===== config.mk =====
export PLATFORM = sky130hd
export DESIGN_NAME = greedy_row_min_assignment_flat
export DESIGN_NICKNAME = d
export VERILOG_FILES = /design/src/rtl/grma_pkg.sv /design/src/rtl/grma_if.sv /design/src/rtl/greedy_row_min_assignment.sv /design/src/flat_wrapper.sv
export SDC_FILE = /design/constraint.sdc
export NUM_CORES = 1
export LEC_CHECK = 0
export BUFFER_PORTS_ARGS = -buffer_cell sky130_fd_sc_hd__buf_2
export CAP_MARGIN = 30
export CORE_UTILIZATION = 55
export DETAILED_ROUTE_END_ITERATION = 8
export MAX_ROUTING_LAYER = met4
export PLACE_DENSITY = 0.72
export SLEW_MARGIN = 40
export SYNTH_ARGS = -nofsm -noshare
export SYNTH_HDL_FRONTEND = slang
export SYNTH_SLANG_ARGS = --single-unit
export TNS_END_PERCENT = 1

===== constraint.sdc =====
create_clock -name clk -period 3.8 [get_ports clk]
set_input_delay 0.38 -clock clk [delete_from_list [all_inputs] [get_ports clk]]
set_output_delay 0.38 -clock clk [all_outputs]
set_load 0.005 [all_outputs]

===== src/rtl/grma_pkg.sv =====
// ----------------------------------------------------------------------------
// grma_pkg
// Shared widths, types and constants for the greedy row-minimum assignment.
// ----------------------------------------------------------------------------
`default_nettype none

package grma_pkg;

  localparam int MAX_TASKS = 64;
  localparam int TASK_W    = $clog2(MAX_TASKS);
  localparam int COST_W    = 16;
  localparam int CNT_W     = 7;

  // task_count value after reset
  localparam logic [CNT_W-1:0] TASK_COUNT_RST = CNT_W'(MAX_TASKS);

  typedef logic signed [COST_W-1:0] cost_t;
  typedef logic [TASK_W-1:0]        task_t;
  typedef logic [CNT_W-1:0]         cnt_t;
  typedef logic [MAX_TASKS-1:0]     mask_t;

  // effective N minus one: zero acts as one, anything above MAX_TASKS saturates
  function automatic task_t last_index(input cnt_t cnt);
    task_t res;
    if (cnt == '0) begin
      res = '0;
    end else if (cnt > CNT_W'(MAX_TASKS)) begin
      res = TASK_W'(MAX_TASKS - 1);
    end else begin
      res = TASK_W'(cnt - CNT_W'(1));
    end
    return res;
  endfunction

endpackage

`default_nettype wire


===== src/rtl/grma_if.sv =====
// ----------------------------------------------------------------------------
// grma channel interfaces
// Valid/ready channels for cost requests and assignment results.
// ----------------------------------------------------------------------------
`default_nettype none

interface grma_in_if;
  import grma_pkg::*;

  logic  valid;
  logic  ready;
  cost_t cost;
  logic  new_matrix;

  modport source (output valid, output cost, output new_matrix, input ready);
  modport sink   (input valid, input cost, input new_matrix, output ready);
endinterface

interface grma_out_if;
  import grma_pkg::*;

  logic  valid;
  logic  ready;
  task_t worker_index;
  task_t assigned_task;
  logic  last_worker;

  modport source (output valid, output worker_index, output assigned_task,
                  output last_worker, input ready);
  modport sink   (input valid, input worker_index, input assigned_task,
                  input last_worker, output ready);
endinterface

`default_nettype wire


===== src/rtl/greedy_row_min_assignment.sv =====
// ----------------------------------------------------------------------------
// greedy_row_min_assignment
// Streams an N by N cost matrix row by row and assigns each worker the
// cheapest task not taken by an earlier worker.
// ----------------------------------------------------------------------------
//  channel   dir  handshake     payload
//  in_chan   in   valid/ready   cost, new_matrix
//  out_chan  out  valid/ready   worker_index, assigned_task, last_worker
//  cfg       in   cfg_wr_en     cfg_wr_data (task_count)
//
//  one cost request per cycle unless stalled; input register, then one compare
//  and mask test into the result register, which takes a row's result at its last cost
//  synchronous active-low reset clears counters, mask and running minimum,
//  task_count returns to MAX_TASKS
//  a stalled result holds the result register; the input stage stalls only when
//  the result register is full and not being taken
// ----------------------------------------------------------------------------
`default_nettype none

module greedy_row_min_assignment (
  input  wire                          clk,
  input  wire                          rst_n,
  grma_in_if.sink                      in_chan,
  grma_out_if.source                   out_chan,
  input  wire                          cfg_wr_en,
  input  wire [grma_pkg::CNT_W-1:0]    cfg_wr_data
);
  import grma_pkg::*;

  cnt_t  task_count_r;

  // input register
  logic  s1_valid_r;
  cost_t s1_cost_r;
  logic  s1_new_r;

  // matrix state
  mask_t used_r,      used_nxt;
  task_t col_r,       col_nxt;
  task_t row_r,       row_nxt;
  cost_t best_cost_r, best_cost_nxt;
  task_t best_task_r, best_task_nxt;
  logic  have_best_r, have_best_nxt;

  // result register
  logic  out_valid_r;
  task_t out_worker_r;
  task_t out_task_r;
  logic  out_last_r;

  logic  s1_go;
  logic  end_row;
  logic  last;
  task_t n_m1;
  task_t chosen;

  // working copies after an optional new-matrix clear
  mask_t used_w;
  task_t col_w, row_w, best_task_w;
  cost_t best_cost_w;
  logic  have_best_w;
  logic  take;

  assign s1_go         = s1_valid_r && (!out_valid_r || out_chan.ready);
  assign in_chan.ready = !s1_valid_r || s1_go;

  assign out_chan.valid         = out_valid_r;
  assign out_chan.worker_index  = out_worker_r;
  assign out_chan.assigned_task = out_task_r;
  assign out_chan.last_worker   = out_last_r;

  assign n_m1 = last_index(task_count_r);

  always_comb begin
    used_w      = s1_new_r ? '0 : used_r;
    col_w       = s1_new_r ? '0 : col_r;
    row_w       = s1_new_r ? '0 : row_r;
    best_cost_w = s1_new_r ? '0 : best_cost_r;
    best_task_w = s1_new_r ? '0 : best_task_r;
    have_best_w = s1_new_r ? 1'b0 : have_best_r;

    take = !used_w[col_w] && (!have_best_w || (s1_cost_r < best_cost_w));
    if (take) begin
      best_cost_w = s1_cost_r;
      best_task_w = col_w;
      have_best_w = 1'b1;
    end

    end_row = (col_w >= n_m1);
    last    = (row_w >= n_m1);
    chosen  = have_best_w ? best_task_w : '0;

    used_nxt      = used_w;
    col_nxt       = col_w + TASK_W'(1);
    row_nxt       = row_w;
    best_cost_nxt = best_cost_w;
    best_task_nxt = best_task_w;
    have_best_nxt = have_best_w;

    if (end_row) begin
      col_nxt       = '0;
      best_cost_nxt = '0;
      best_task_nxt = '0;
      have_best_nxt = 1'b0;
      if (last) begin
        used_nxt = '0;
        row_nxt  = '0;
      end else begin
        if (have_best_w) begin
          used_nxt = used_w | (mask_t'(1) << chosen);
        end
        row_nxt = row_w + TASK_W'(1);
      end
    end
  end

  always_ff @(posedge clk) begin
    if (!rst_n) begin
      task_count_r <= TASK_COUNT_RST;
    end else if (cfg_wr_en) begin
      task_count_r <= cfg_wr_data;
    end
  end

  always_ff @(posedge clk) begin
    if (!rst_n) begin
      s1_valid_r <= 1'b0;
    end else if (in_chan.ready) begin
      s1_valid_r <= in_chan.valid;
    end
  end

  always_ff @(posedge clk) begin
    if (in_chan.ready && in_chan.valid) begin
      s1_cost_r <= in_chan.cost;
      s1_new_r  <= in_chan.new_matrix;
    end
  end

  always_ff @(posedge clk) begin
    if (!rst_n) begin
      used_r      <= '0;
      col_r       <= '0;
      row_r       <= '0;
      best_cost_r <= '0;
      best_task_r <= '0;
      have_best_r <= 1'b0;
    end else if (s1_go) begin
      used_r      <= used_nxt;
      col_r       <= col_nxt;
      row_r       <= row_nxt;
      best_cost_r <= best_cost_nxt;
      best_task_r <= best_task_nxt;
      have_best_r <= have_best_nxt;
    end
  end

  always_ff @(posedge clk) begin
    if (!rst_n) begin
      out_valid_r <= 1'b0;
    end else if (s1_go && end_row) begin
      out_valid_r <= 1'b1;
    end else if (out_chan.ready) begin
      out_valid_r <= 1'b0;
    end
  end

  always_ff @(posedge clk) begin
    if (s1_go && end_row) begin
      out_worker_r <= row_w;
      out_task_r   <= chosen;
      out_last_r   <= last;
    end
  end

endmodule

`default_nettype wire

===== src/flat_wrapper.sv =====
// flat-port wrapper written by rule: the top's interface ports become plain ports
module greedy_row_min_assignment_flat import grma_pkg::*;
  (clk, rst_n, cfg_wr_en, cfg_wr_data, in_chan_valid, in_chan_cost, in_chan_new_matrix, in_chan_ready, out_chan_valid, out_chan_worker_index, out_chan_assigned_task, out_chan_last_worker, out_chan_ready);
  grma_in_if in_chan_i ();
  grma_out_if out_chan_i ();
  input  wire clk;
  input  wire rst_n;
  input  wire cfg_wr_en;
  input  wire [grma_pkg::CNT_W-1:0] cfg_wr_data;
  input wire logic [$bits(in_chan_i.valid)-1:0] in_chan_valid;
  input wire logic [$bits(in_chan_i.cost)-1:0] in_chan_cost;
  input wire logic [$bits(in_chan_i.new_matrix)-1:0] in_chan_new_matrix;
  output wire logic [$bits(in_chan_i.ready)-1:0] in_chan_ready;
  output wire logic [$bits(out_chan_i.valid)-1:0] out_chan_valid;
  output wire logic [$bits(out_chan_i.worker_index)-1:0] out_chan_worker_index;
  output wire logic [$bits(out_chan_i.assigned_task)-1:0] out_chan_assigned_task;
  output wire logic [$bits(out_chan_i.last_worker)-1:0] out_chan_last_worker;
  input wire logic [$bits(out_chan_i.ready)-1:0] out_chan_ready;
  assign in_chan_i.valid = in_chan_valid;
  assign in_chan_i.cost = in_chan_cost;
  assign in_chan_i.new_matrix = in_chan_new_matrix;
  assign in_chan_ready = in_chan_i.ready;
  assign out_chan_valid = out_chan_i.valid;
  assign out_chan_worker_index = out_chan_i.worker_index;
  assign out_chan_assigned_task = out_chan_i.assigned_task;
  assign out_chan_last_worker = out_chan_i.last_worker;
  assign out_chan_i.ready = out_chan_ready;
  greedy_row_min_assignment u_core (.clk(clk), .rst_n(rst_n), .in_chan(in_chan_i), .out_chan(out_chan_i), .cfg_wr_en(cfg_wr_en), .cfg_wr_data(cfg_wr_data));
endmodule

Yosys cells after proc, flatten, opt, wreduce, memory -nomap -nowiden
Cells that the tools add are included.
{ "word_totals": {"ff_bits": 138, "in_bits": 29, "out_inout_bits": 15, "wordCells": 62} }
{ "classes": {"bitwise_logic": 1, "n_reduce_logical": 13, "n_shift": 1, "n_lt_le_gt_ge": 5, "muxes": 25, "n_addsub": 3} }
{ "op_table": {"columns": ["cell", "count"], "rows": [
  ["64-bit 2-to-1 mux", 4],
  ["6-bit 2-to-1 mux", 11],
  ["64-bit OR", 1],
  ["1-bit by 6-bit left shift with 64-bit output, first input constant", 1],
  ["16-bit 2-to-1 mux", 3],
  ["16-bit < comparator", 1],
  ["6-bit by 1-bit adder with 6-bit output, second input constant", 2],
  ["6-bit greater-or-equal comparator", 2],
  ["7-bit > comparator, second input constant", 1],
  ["7-bit zero test", 1],
  ["6-bit by 7-bit < comparator with 1-bit output, second input constant", 1],
  ["1-bit binary-select mux with 6-bit select", 1],
  ["1-bit 2-to-1 mux", 6],
  ["6-bit by 1-bit subtractor with 6-bit output, second input constant", 1],
  ["1-bit logical AND", 4],
  ["1-bit zero test", 4],
  ["1-bit logical OR", 3],
  ["2-bit nonzero test", 1]
]} }

Longest topological paths before layout
{ "logic_depth": {"ltp_word": 12, "depth_mapped": 20, "mapped_depth_nobuf": 16} }

Worst setup path before layout
OpenSTA, ideal clock, no wires.
{ "synth_timing": {"path_kind": "register to register", "from": "register u_core.s1_new_r", "to": "register u_core.used_r[42]", "period_less_slack_ps": 4115, "arrival_time_ps": 4056, "n_path_buf": 6, "setup_time_ps": 58, "slack_ps": -315, "path_stages_with_launch": 19, "required_ps": 3742, "path_cell_list": "edfxtp_1 -> buf_2 -> inv_1 -> buf_2 -> buf_1 -> buf_1 -> nand2_1 -> ha_1 -> nand4_1 -> nor3_1 -> nor2_1 -> o2bb2ai_1 -> nand2b_1 -> clkbuf_1 -> nand3_1 -> buf_4 -> or4_1 -> a2111oi_0 -> o21a_1"} }
{ "synth_between": {"elab_chain_len": 12, "word_cells_on_any_way": 23, "cone_classes": "3 x order compare; 1 x shift; 14 x mux; 1 x bitwise; 4 x reduce/logical"} }
{ "synth_lines": {"columns": ["element", "line_no", "text"], "rows": [
  ["start, declared", "greedy_row_min_assignment.sv:35", "logic s1_new_r;"],
  ["start signal, assigned", "greedy_row_min_assignment.sv:136", "s1_new_r <= in_chan.new_matrix;"],
  ["64-bit 2-to-1 mux or 6-bit 2-to-1 mux (tied branches)", "greedy_row_min_assignment.sv:75, greedy_row_min_assignment.sv:76", null],
  ["1-bit binary-select mux with 6-bit select", "greedy_row_min_assignment.sv:82", "take = !used_w[col_w] && (!have_best_w || (s1_cost_r < best_cost_w));"],
  ["1-bit 2-to-1 mux (implied by the code)", "greedy_row_min_assignment.sv:82", null],
  ["1-bit zero test", "greedy_row_min_assignment.sv:82", null],
  ["1-bit logical AND", "greedy_row_min_assignment.sv:82", null],
  ["6-bit 2-to-1 mux or 1-bit 2-to-1 mux (tied branches)", "greedy_row_min_assignment.sv:83", "if (take) begin"],
  ["6-bit 2-to-1 mux", "greedy_row_min_assignment.sv:91", "chosen = have_best_w ? best_task_w : '0;"],
  ["1-bit by 6-bit left shift with 64-bit output", "greedy_row_min_assignment.sv:110", "used_nxt = used_w | (mask_t'(1) << chosen);"],
  ["64-bit OR", "greedy_row_min_assignment.sv:110", null],
  ["64-bit 2-to-1 mux", "greedy_row_min_assignment.sv:109", "if (have_best_w) begin"],
  ["64-bit 2-to-1 mux", "greedy_row_min_assignment.sv:105", "if (last) begin"],
  ["64-bit 2-to-1 mux *", "greedy_row_min_assignment.sv:100", "if (end_row) begin"],
  ["end signal, assigned", "greedy_row_min_assignment.sv:149", "used_r <= used_nxt;"],
  ["end, declared", "greedy_row_min_assignment.sv:38", "mask_t used_r, used_nxt;"]
]} }
Every way passes the cells marked *; elsewhere a longest branch is shown, timed or not. The select of a mux whose other input is x is not followed.
A chain may end at the register's enable or synchronous reset.

Worst setup path in the final report
{ "layout_timing": {"from": "register u_core.task_count_r[0]", "to": "register u_core.used_r[14]"} }
{ "layout_between": {"elab_chain_len": 6, "word_cells_on_any_way": 9, "cone_classes": "1 x add/sub; 3 x order compare; 4 x mux; 1 x reduce/logical"} }
{ "layout_lines": {"columns": ["element", "line_no", "text"], "rows": [
  ["start, declared", "greedy_row_min_assignment.sv:30", "cnt_t task_count_r;"],
  ["start signal, assigned", "greedy_row_min_assignment.sv:121", "task_count_r <= cfg_wr_data;"],
  ["6-bit by 1-bit subtractor with 6-bit output or 7-bit > comparator (tied branches)", "grma_pkg.sv:30, grma_pkg.sv:27", null],
  ["6-bit 2-to-1 mux", "grma_pkg.sv:27", "end else if (cnt > CNT_W'(MAX_TASKS)) begin"],
  ["6-bit 2-to-1 mux *", "grma_pkg.sv:25", "if (cnt == '0) begin"],
  ["6-bit greater-or-equal comparator", "greedy_row_min_assignment.sv:90", "last = (row_w >= n_m1);"],
  ["64-bit 2-to-1 mux", "greedy_row_min_assignment.sv:105", null],
  ["64-bit 2-to-1 mux *", "greedy_row_min_assignment.sv:100", null]
]} }
Every way passes the cells marked *; elsewhere a longest branch is shown, timed or not.

==> flow_summary.toml <==
[run_status]
status = "complete, no violations"

[grt]
grt_pass1_wl_mm = 35.5
grt_start_max_net_pins = 43
grt_antenna_before_repair = 0
globalRouteTotalUtil_pct = 32.6
first_global_vias = 6988
grt_overflow = 0

[finish]
number_of_nets_in_the_layout = 1008
final_standard_cell_area_without_fillers_um2 = 8990
n_antenna_cell = 0
fraction_of_layout_instances_using_a_drive_strength_above_1_pct = 17.5
multi_input_area_um2 = 4310
filler_cell_count = 1117
area_growth_pct = 17.8
seqCellArea_um2 = 3070

[floorplan]
area_of_the_core_region_um2 = 13400
io_pins = 44
initial_utilization_pct = 56.9
number_of_core_rows = 42
chipHeight_um = 120
die_area_um2 = 14300
die_width_um = 120

[worst_setup_path]
crit-reg2reg-capture = "u_core.used_r[14]$_SDFFE_PN0P_"
critical_path.cell_chain = "inv_1 > ha_1 > and3_4 > maj3_1 > ha_1 > a21o_1 > a21o_1 > a21oi_1 > o211ai_1 > buf_4 > and3_1 > a32oi_1 > clkdlybuf4s15_2 > or4_1 > a211oi_1"
setup.worst_path.class = "reg2reg"
critical_path.endpoint = "u_core.used_r[14]$_SDFFE_PN0P_"
critical-path-top-delay-family = "compound AO/OA/AOI/OAI gates"
crit_path_start = "u_core.task_count_r[0]$_SDFFE_PN0P_"
reg2reg_slack_ns = 0.07
crit-reg2reg-launch = "u_core.task_count_r[0]$_SDFFE_PN0P_"
r2r.worst_path.cells = 15
cp.arrival_ns = 4.07
critical_path.max_fanout = 8
crit_path_max_incr_delay_ns = 0.54
cp_num_cells = 15
setup.worst_path.end_class = "flip-flop"
worstSetupStartpointType = "flip-flop"
slowest_stage = "sky130_fd_sc_hd__or4_1"
timing.critical_path.required_ns = 4.14
timing.critical_path.buf_inv = 3

[logic_synthesis]
synth_top_flop_cell = "sky130_fd_sc_hd__dfxtp_1"
synth.mux.area_fraction_pct = 5.77
synth-seq-area-share_pct = 40.2
ys_async_sr_fraction_pct = 0
most_frequent_cell_after_synthesis = "sky130_fd_sc_hd__nand2_1"
netlist_top_cells_area = "sky130_fd_sc_hd__dfxtp_1 (28%), sky130_fd_sc_hd__edfxtp_1 (12%), sky130_fd_sc_hd__nand2_1 (7.1%)"
ys_warn_count = 0
post_synth_instance_area_um2 = 7630
synth_top_family_by_area = "simple AND/OR/NAND/NOR gates"
synth_top_cell_area_share_pct = 28.3
synth_compound_area_share_pct = 20.8
synthesis.nets = 955
post_synth.cell_area_avg_um2 = 8.52
synthXorXnorAreaFrac_pct = 0.804
ys_types = 60
synthAdderAreaFrac_pct = 5.74
synth_enable_flop_cells = 30
synth_commonest_cells = "sky130_fd_sc_hd__nand2_1 (144), sky130_fd_sc_hd__dfxtp_1 (108), sky130_fd_sc_hd__a21oi_1 (65)"
synth.ff_latch_count = 138
synthDominantAreaCellType = "sky130_fd_sc_hd__dfxtp_1"
simple_logic_cell_fraction_of_the_synthesized_area_pct = 21.7
syn-instance-count = 895

[sta]
final_sum_of_negative_setup_slack_ns = 0
timing_worst_slew_pin_value_ns = 0.761
rsz0062_at_grt = "true"
final.min_clock_period_ns = 3.73
finalClockSkew_ns = 0.00823
tcrit_tclk_final_pct = 98.3
slew_viol_final = 0
timing.final.setup_violations = 0
hold_viol = 0
relSlewSlack_pct = 49.2
whs_ns = 0.127
max_freq_mhz = 268

[routing]
via_density = 6.56
dr.pass1.iters = 6
final_antenna_net_count = 0
first_iter_violations = 823
post_drt_wl_per_cell_um = 19.7
post-route-drc-count = 0
vias = 7454
routed_wl_mm = 22.4

[pwr]
power_switching_uw = 937
internal_power_uw = 2640
power.combinational.fraction_pct = 10.5
power.density_nw_per_um2 = 399
power.static_leakage_uw = 0.00323
maximum_vdd_drop_v = 0.000321
fin_total_pwr_uw = 3580
power.clock.fraction_pct = 46.2
netSwitchingFraction_pct = 26.2
p_seq_share_pct = 43.3

[place]
detailed_place.area_um2 = 8170
place_hpwl_mm = 15.3
gp_congestion = 0.985
place.port_buffers = 43

[run]
drv_cap = 0

[clock_tree]
ctsHtreeMaxLevel = 4
clkSinkCount = 138
root_buffer = "sky130_fd_sc_hd__clkbuf_16"
hold_buffers = 0
cts-buffers-inserted = 17
clk_transition_reported_paths_ns = 0.06
clock_latency_on_the_worst_skew_pair_ns = 0.42
clock_tree_from_tritoncts = "built"
buffer_levels_on_the_longest_clock_path = 2

[worst_hold_path]
timing.hold.worst_path_depth = 1
hold_wc_path_type = "in2reg"
-- layout make-up --
class | count | area share, %
tap | 176 | 2.45
multi-input combinational | 667 | 47.9
clock inverter | 15 | 1.84
timing repair buffer | 103 | 8.05
inverter | 21 | 0.877
sequential | 138 | 34.1
clock buffer | 17 | 4.73
-- worst min path at each step --
stage	from	endpoint	slack, ns
after floorplan	u_core.used_r[45]$_SDFFE_PN0P_	u_core.used_r[45]$_SDFFE_PN0P_	0.42
after global placement	u_core.used_r[8]$_SDFFE_PN0P_	u_core.used_r[8]$_SDFFE_PN0P_	0.43
after detailed placement	u_core.used_r[8]$_SDFFE_PN0P_	u_core.used_r[8]$_SDFFE_PN0P_	0.44
after CTS	in_chan_new_matrix	u_core.s1_new_r$_DFFE_PP_	0.12
after global routing	in_chan_new_matrix	u_core.s1_new_r$_DFFE_PP_	0.12
final	in_chan_cost[2]	u_core.s1_cost_r[2]$_DFFE_PP_	0.13
-- stage by stage --
stage | worst slack (ns) | util [%] | std cells
finish | 0.0651 | 67.1 | 1137
global route | -0.0967 | 67.1 | 1137
CTS | -0.0144 | 65.7 | 1128
detailed placement | -0.0967 | 60.9 | 1093
global placement | 0.00409 | 60.9 | 1093
floorplan | -0.0143 | - | 895
-- state kept, by name, indices dropped and copies added, names as in the netlist --
name / flops
u_core.s1_cost_r: 16
u_core.have_best_r: 1
u_core.s1_valid_r: 1
u_core.best_task_r: 6
u_core.s1_new_r: 1
u_core.best_cost_r: 16
u_core.task_count_r: 7
u_core.col_r: 6
u_core.out_chan.last_worker: 1
u_core.out_chan.worker_index: 6
u_core.out_chan.assigned_task: 6
u_core.out_chan.valid: 1
u_core.row_r: 6
u_core.used_r: 64
-- cell usage in the layout (no fill, tap or decap), types with 4 or more instances in the layout --
master / instances
sky130_fd_sc_hd__buf_4: 54
sky130_fd_sc_hd__buf_2: 43
sky130_fd_sc_hd__dfxtp_1: 106
sky130_fd_sc_hd__o21a_1: 6
sky130_fd_sc_hd__nor2_1: 38
sky130_fd_sc_hd__a31oi_1: 5
sky130_fd_sc_hd__nand2b_1: 10
sky130_fd_sc_hd__a32oi_1: 5
sky130_fd_sc_hd__edfxtp_1: 30
sky130_fd_sc_hd__nand4_1: 40
sky130_fd_sc_hd__and2_1: 6
sky130_fd_sc_hd__nand3_1: 16
sky130_fd_sc_hd__clkbuf_16: 17
sky130_fd_sc_hd__a211oi_1: 25
sky130_fd_sc_hd__o2111ai_1: 5
sky130_fd_sc_hd__inv_6: 5
sky130_fd_sc_hd__buf_12: 4
sky130_fd_sc_hd__mux2i_1: 43
sky130_fd_sc_hd__o21ai_1: 6
sky130_fd_sc_hd__clkinvlp_4: 4
sky130_fd_sc_hd__o21ai_0: 57
sky130_fd_sc_hd__xnor2_1: 5
sky130_fd_sc_hd__or4_1: 31
sky130_fd_sc_hd__nor2b_1: 11
sky130_fd_sc_hd__o211ai_1: 5
sky130_fd_sc_hd__a2111oi_0: 4
sky130_fd_sc_hd__nand2_1: 142
sky130_fd_sc_hd__inv_1: 18
sky130_fd_sc_hd__ha_1: 31
sky130_fd_sc_hd__maj3_1: 5
sky130_fd_sc_hd__or3_1: 4
sky130_fd_sc_hd__a21o_1: 5
sky130_fd_sc_hd__a21oi_1: 64
sky130_fd_sc_hd__o31ai_1: 12
sky130_fd_sc_hd__o32ai_1: 4
sky130_fd_sc_hd__a32o_1: 4
sky130_fd_sc_hd__nor3_1: 15
sky130_fd_sc_hd__a221oi_1: 6
sky130_fd_sc_hd__o41ai_1: 4
-- power by group through the flow --
stage | registers [µW] | logic [µW] | clock network (µW)
after floorplan | 1570 | 244 | 0
after global placement | 1580 | 332 | 0
after detailed placement | 1580 | 346 | 0
after CTS | 1550 | 350 | 1670
after global routing | 1550 | 411 | 1750
final | 1550 | 376 | 1660
-- kinds of logic after synthesis --
kind of cell / count (synthesis)
adder cells (fa/ha/maj): 36
flip-flops: 138
AO/OA/AOI/OAI: 245
XOR/XNOR: 7
multiplexers: 44
AND/OR/NAND/NOR: 335
buffers and inverters: 90
-- routing by layer --
metal  wire (µm)  track usage [%]  vias to the layer above
li1            -                -                     3452
met1        9310             41.1                     3553
met2       10700             51.4                      406
met3        1950             6.70                       43
met4         463             12.5                        0
met5           0                -                        -
-- repair_timing --
item | in CTS | in global routing
buffers inserted | 3 | 8
cloned | 0 | 1
endpoints found under the setup margin | 25 | 70
gates resized for setup | 4 | 22
endpoints found under the hold margin | 0 | 0
pin swaps | 1 | 7
Note: power is estimated with default switching activity, not from simulation.
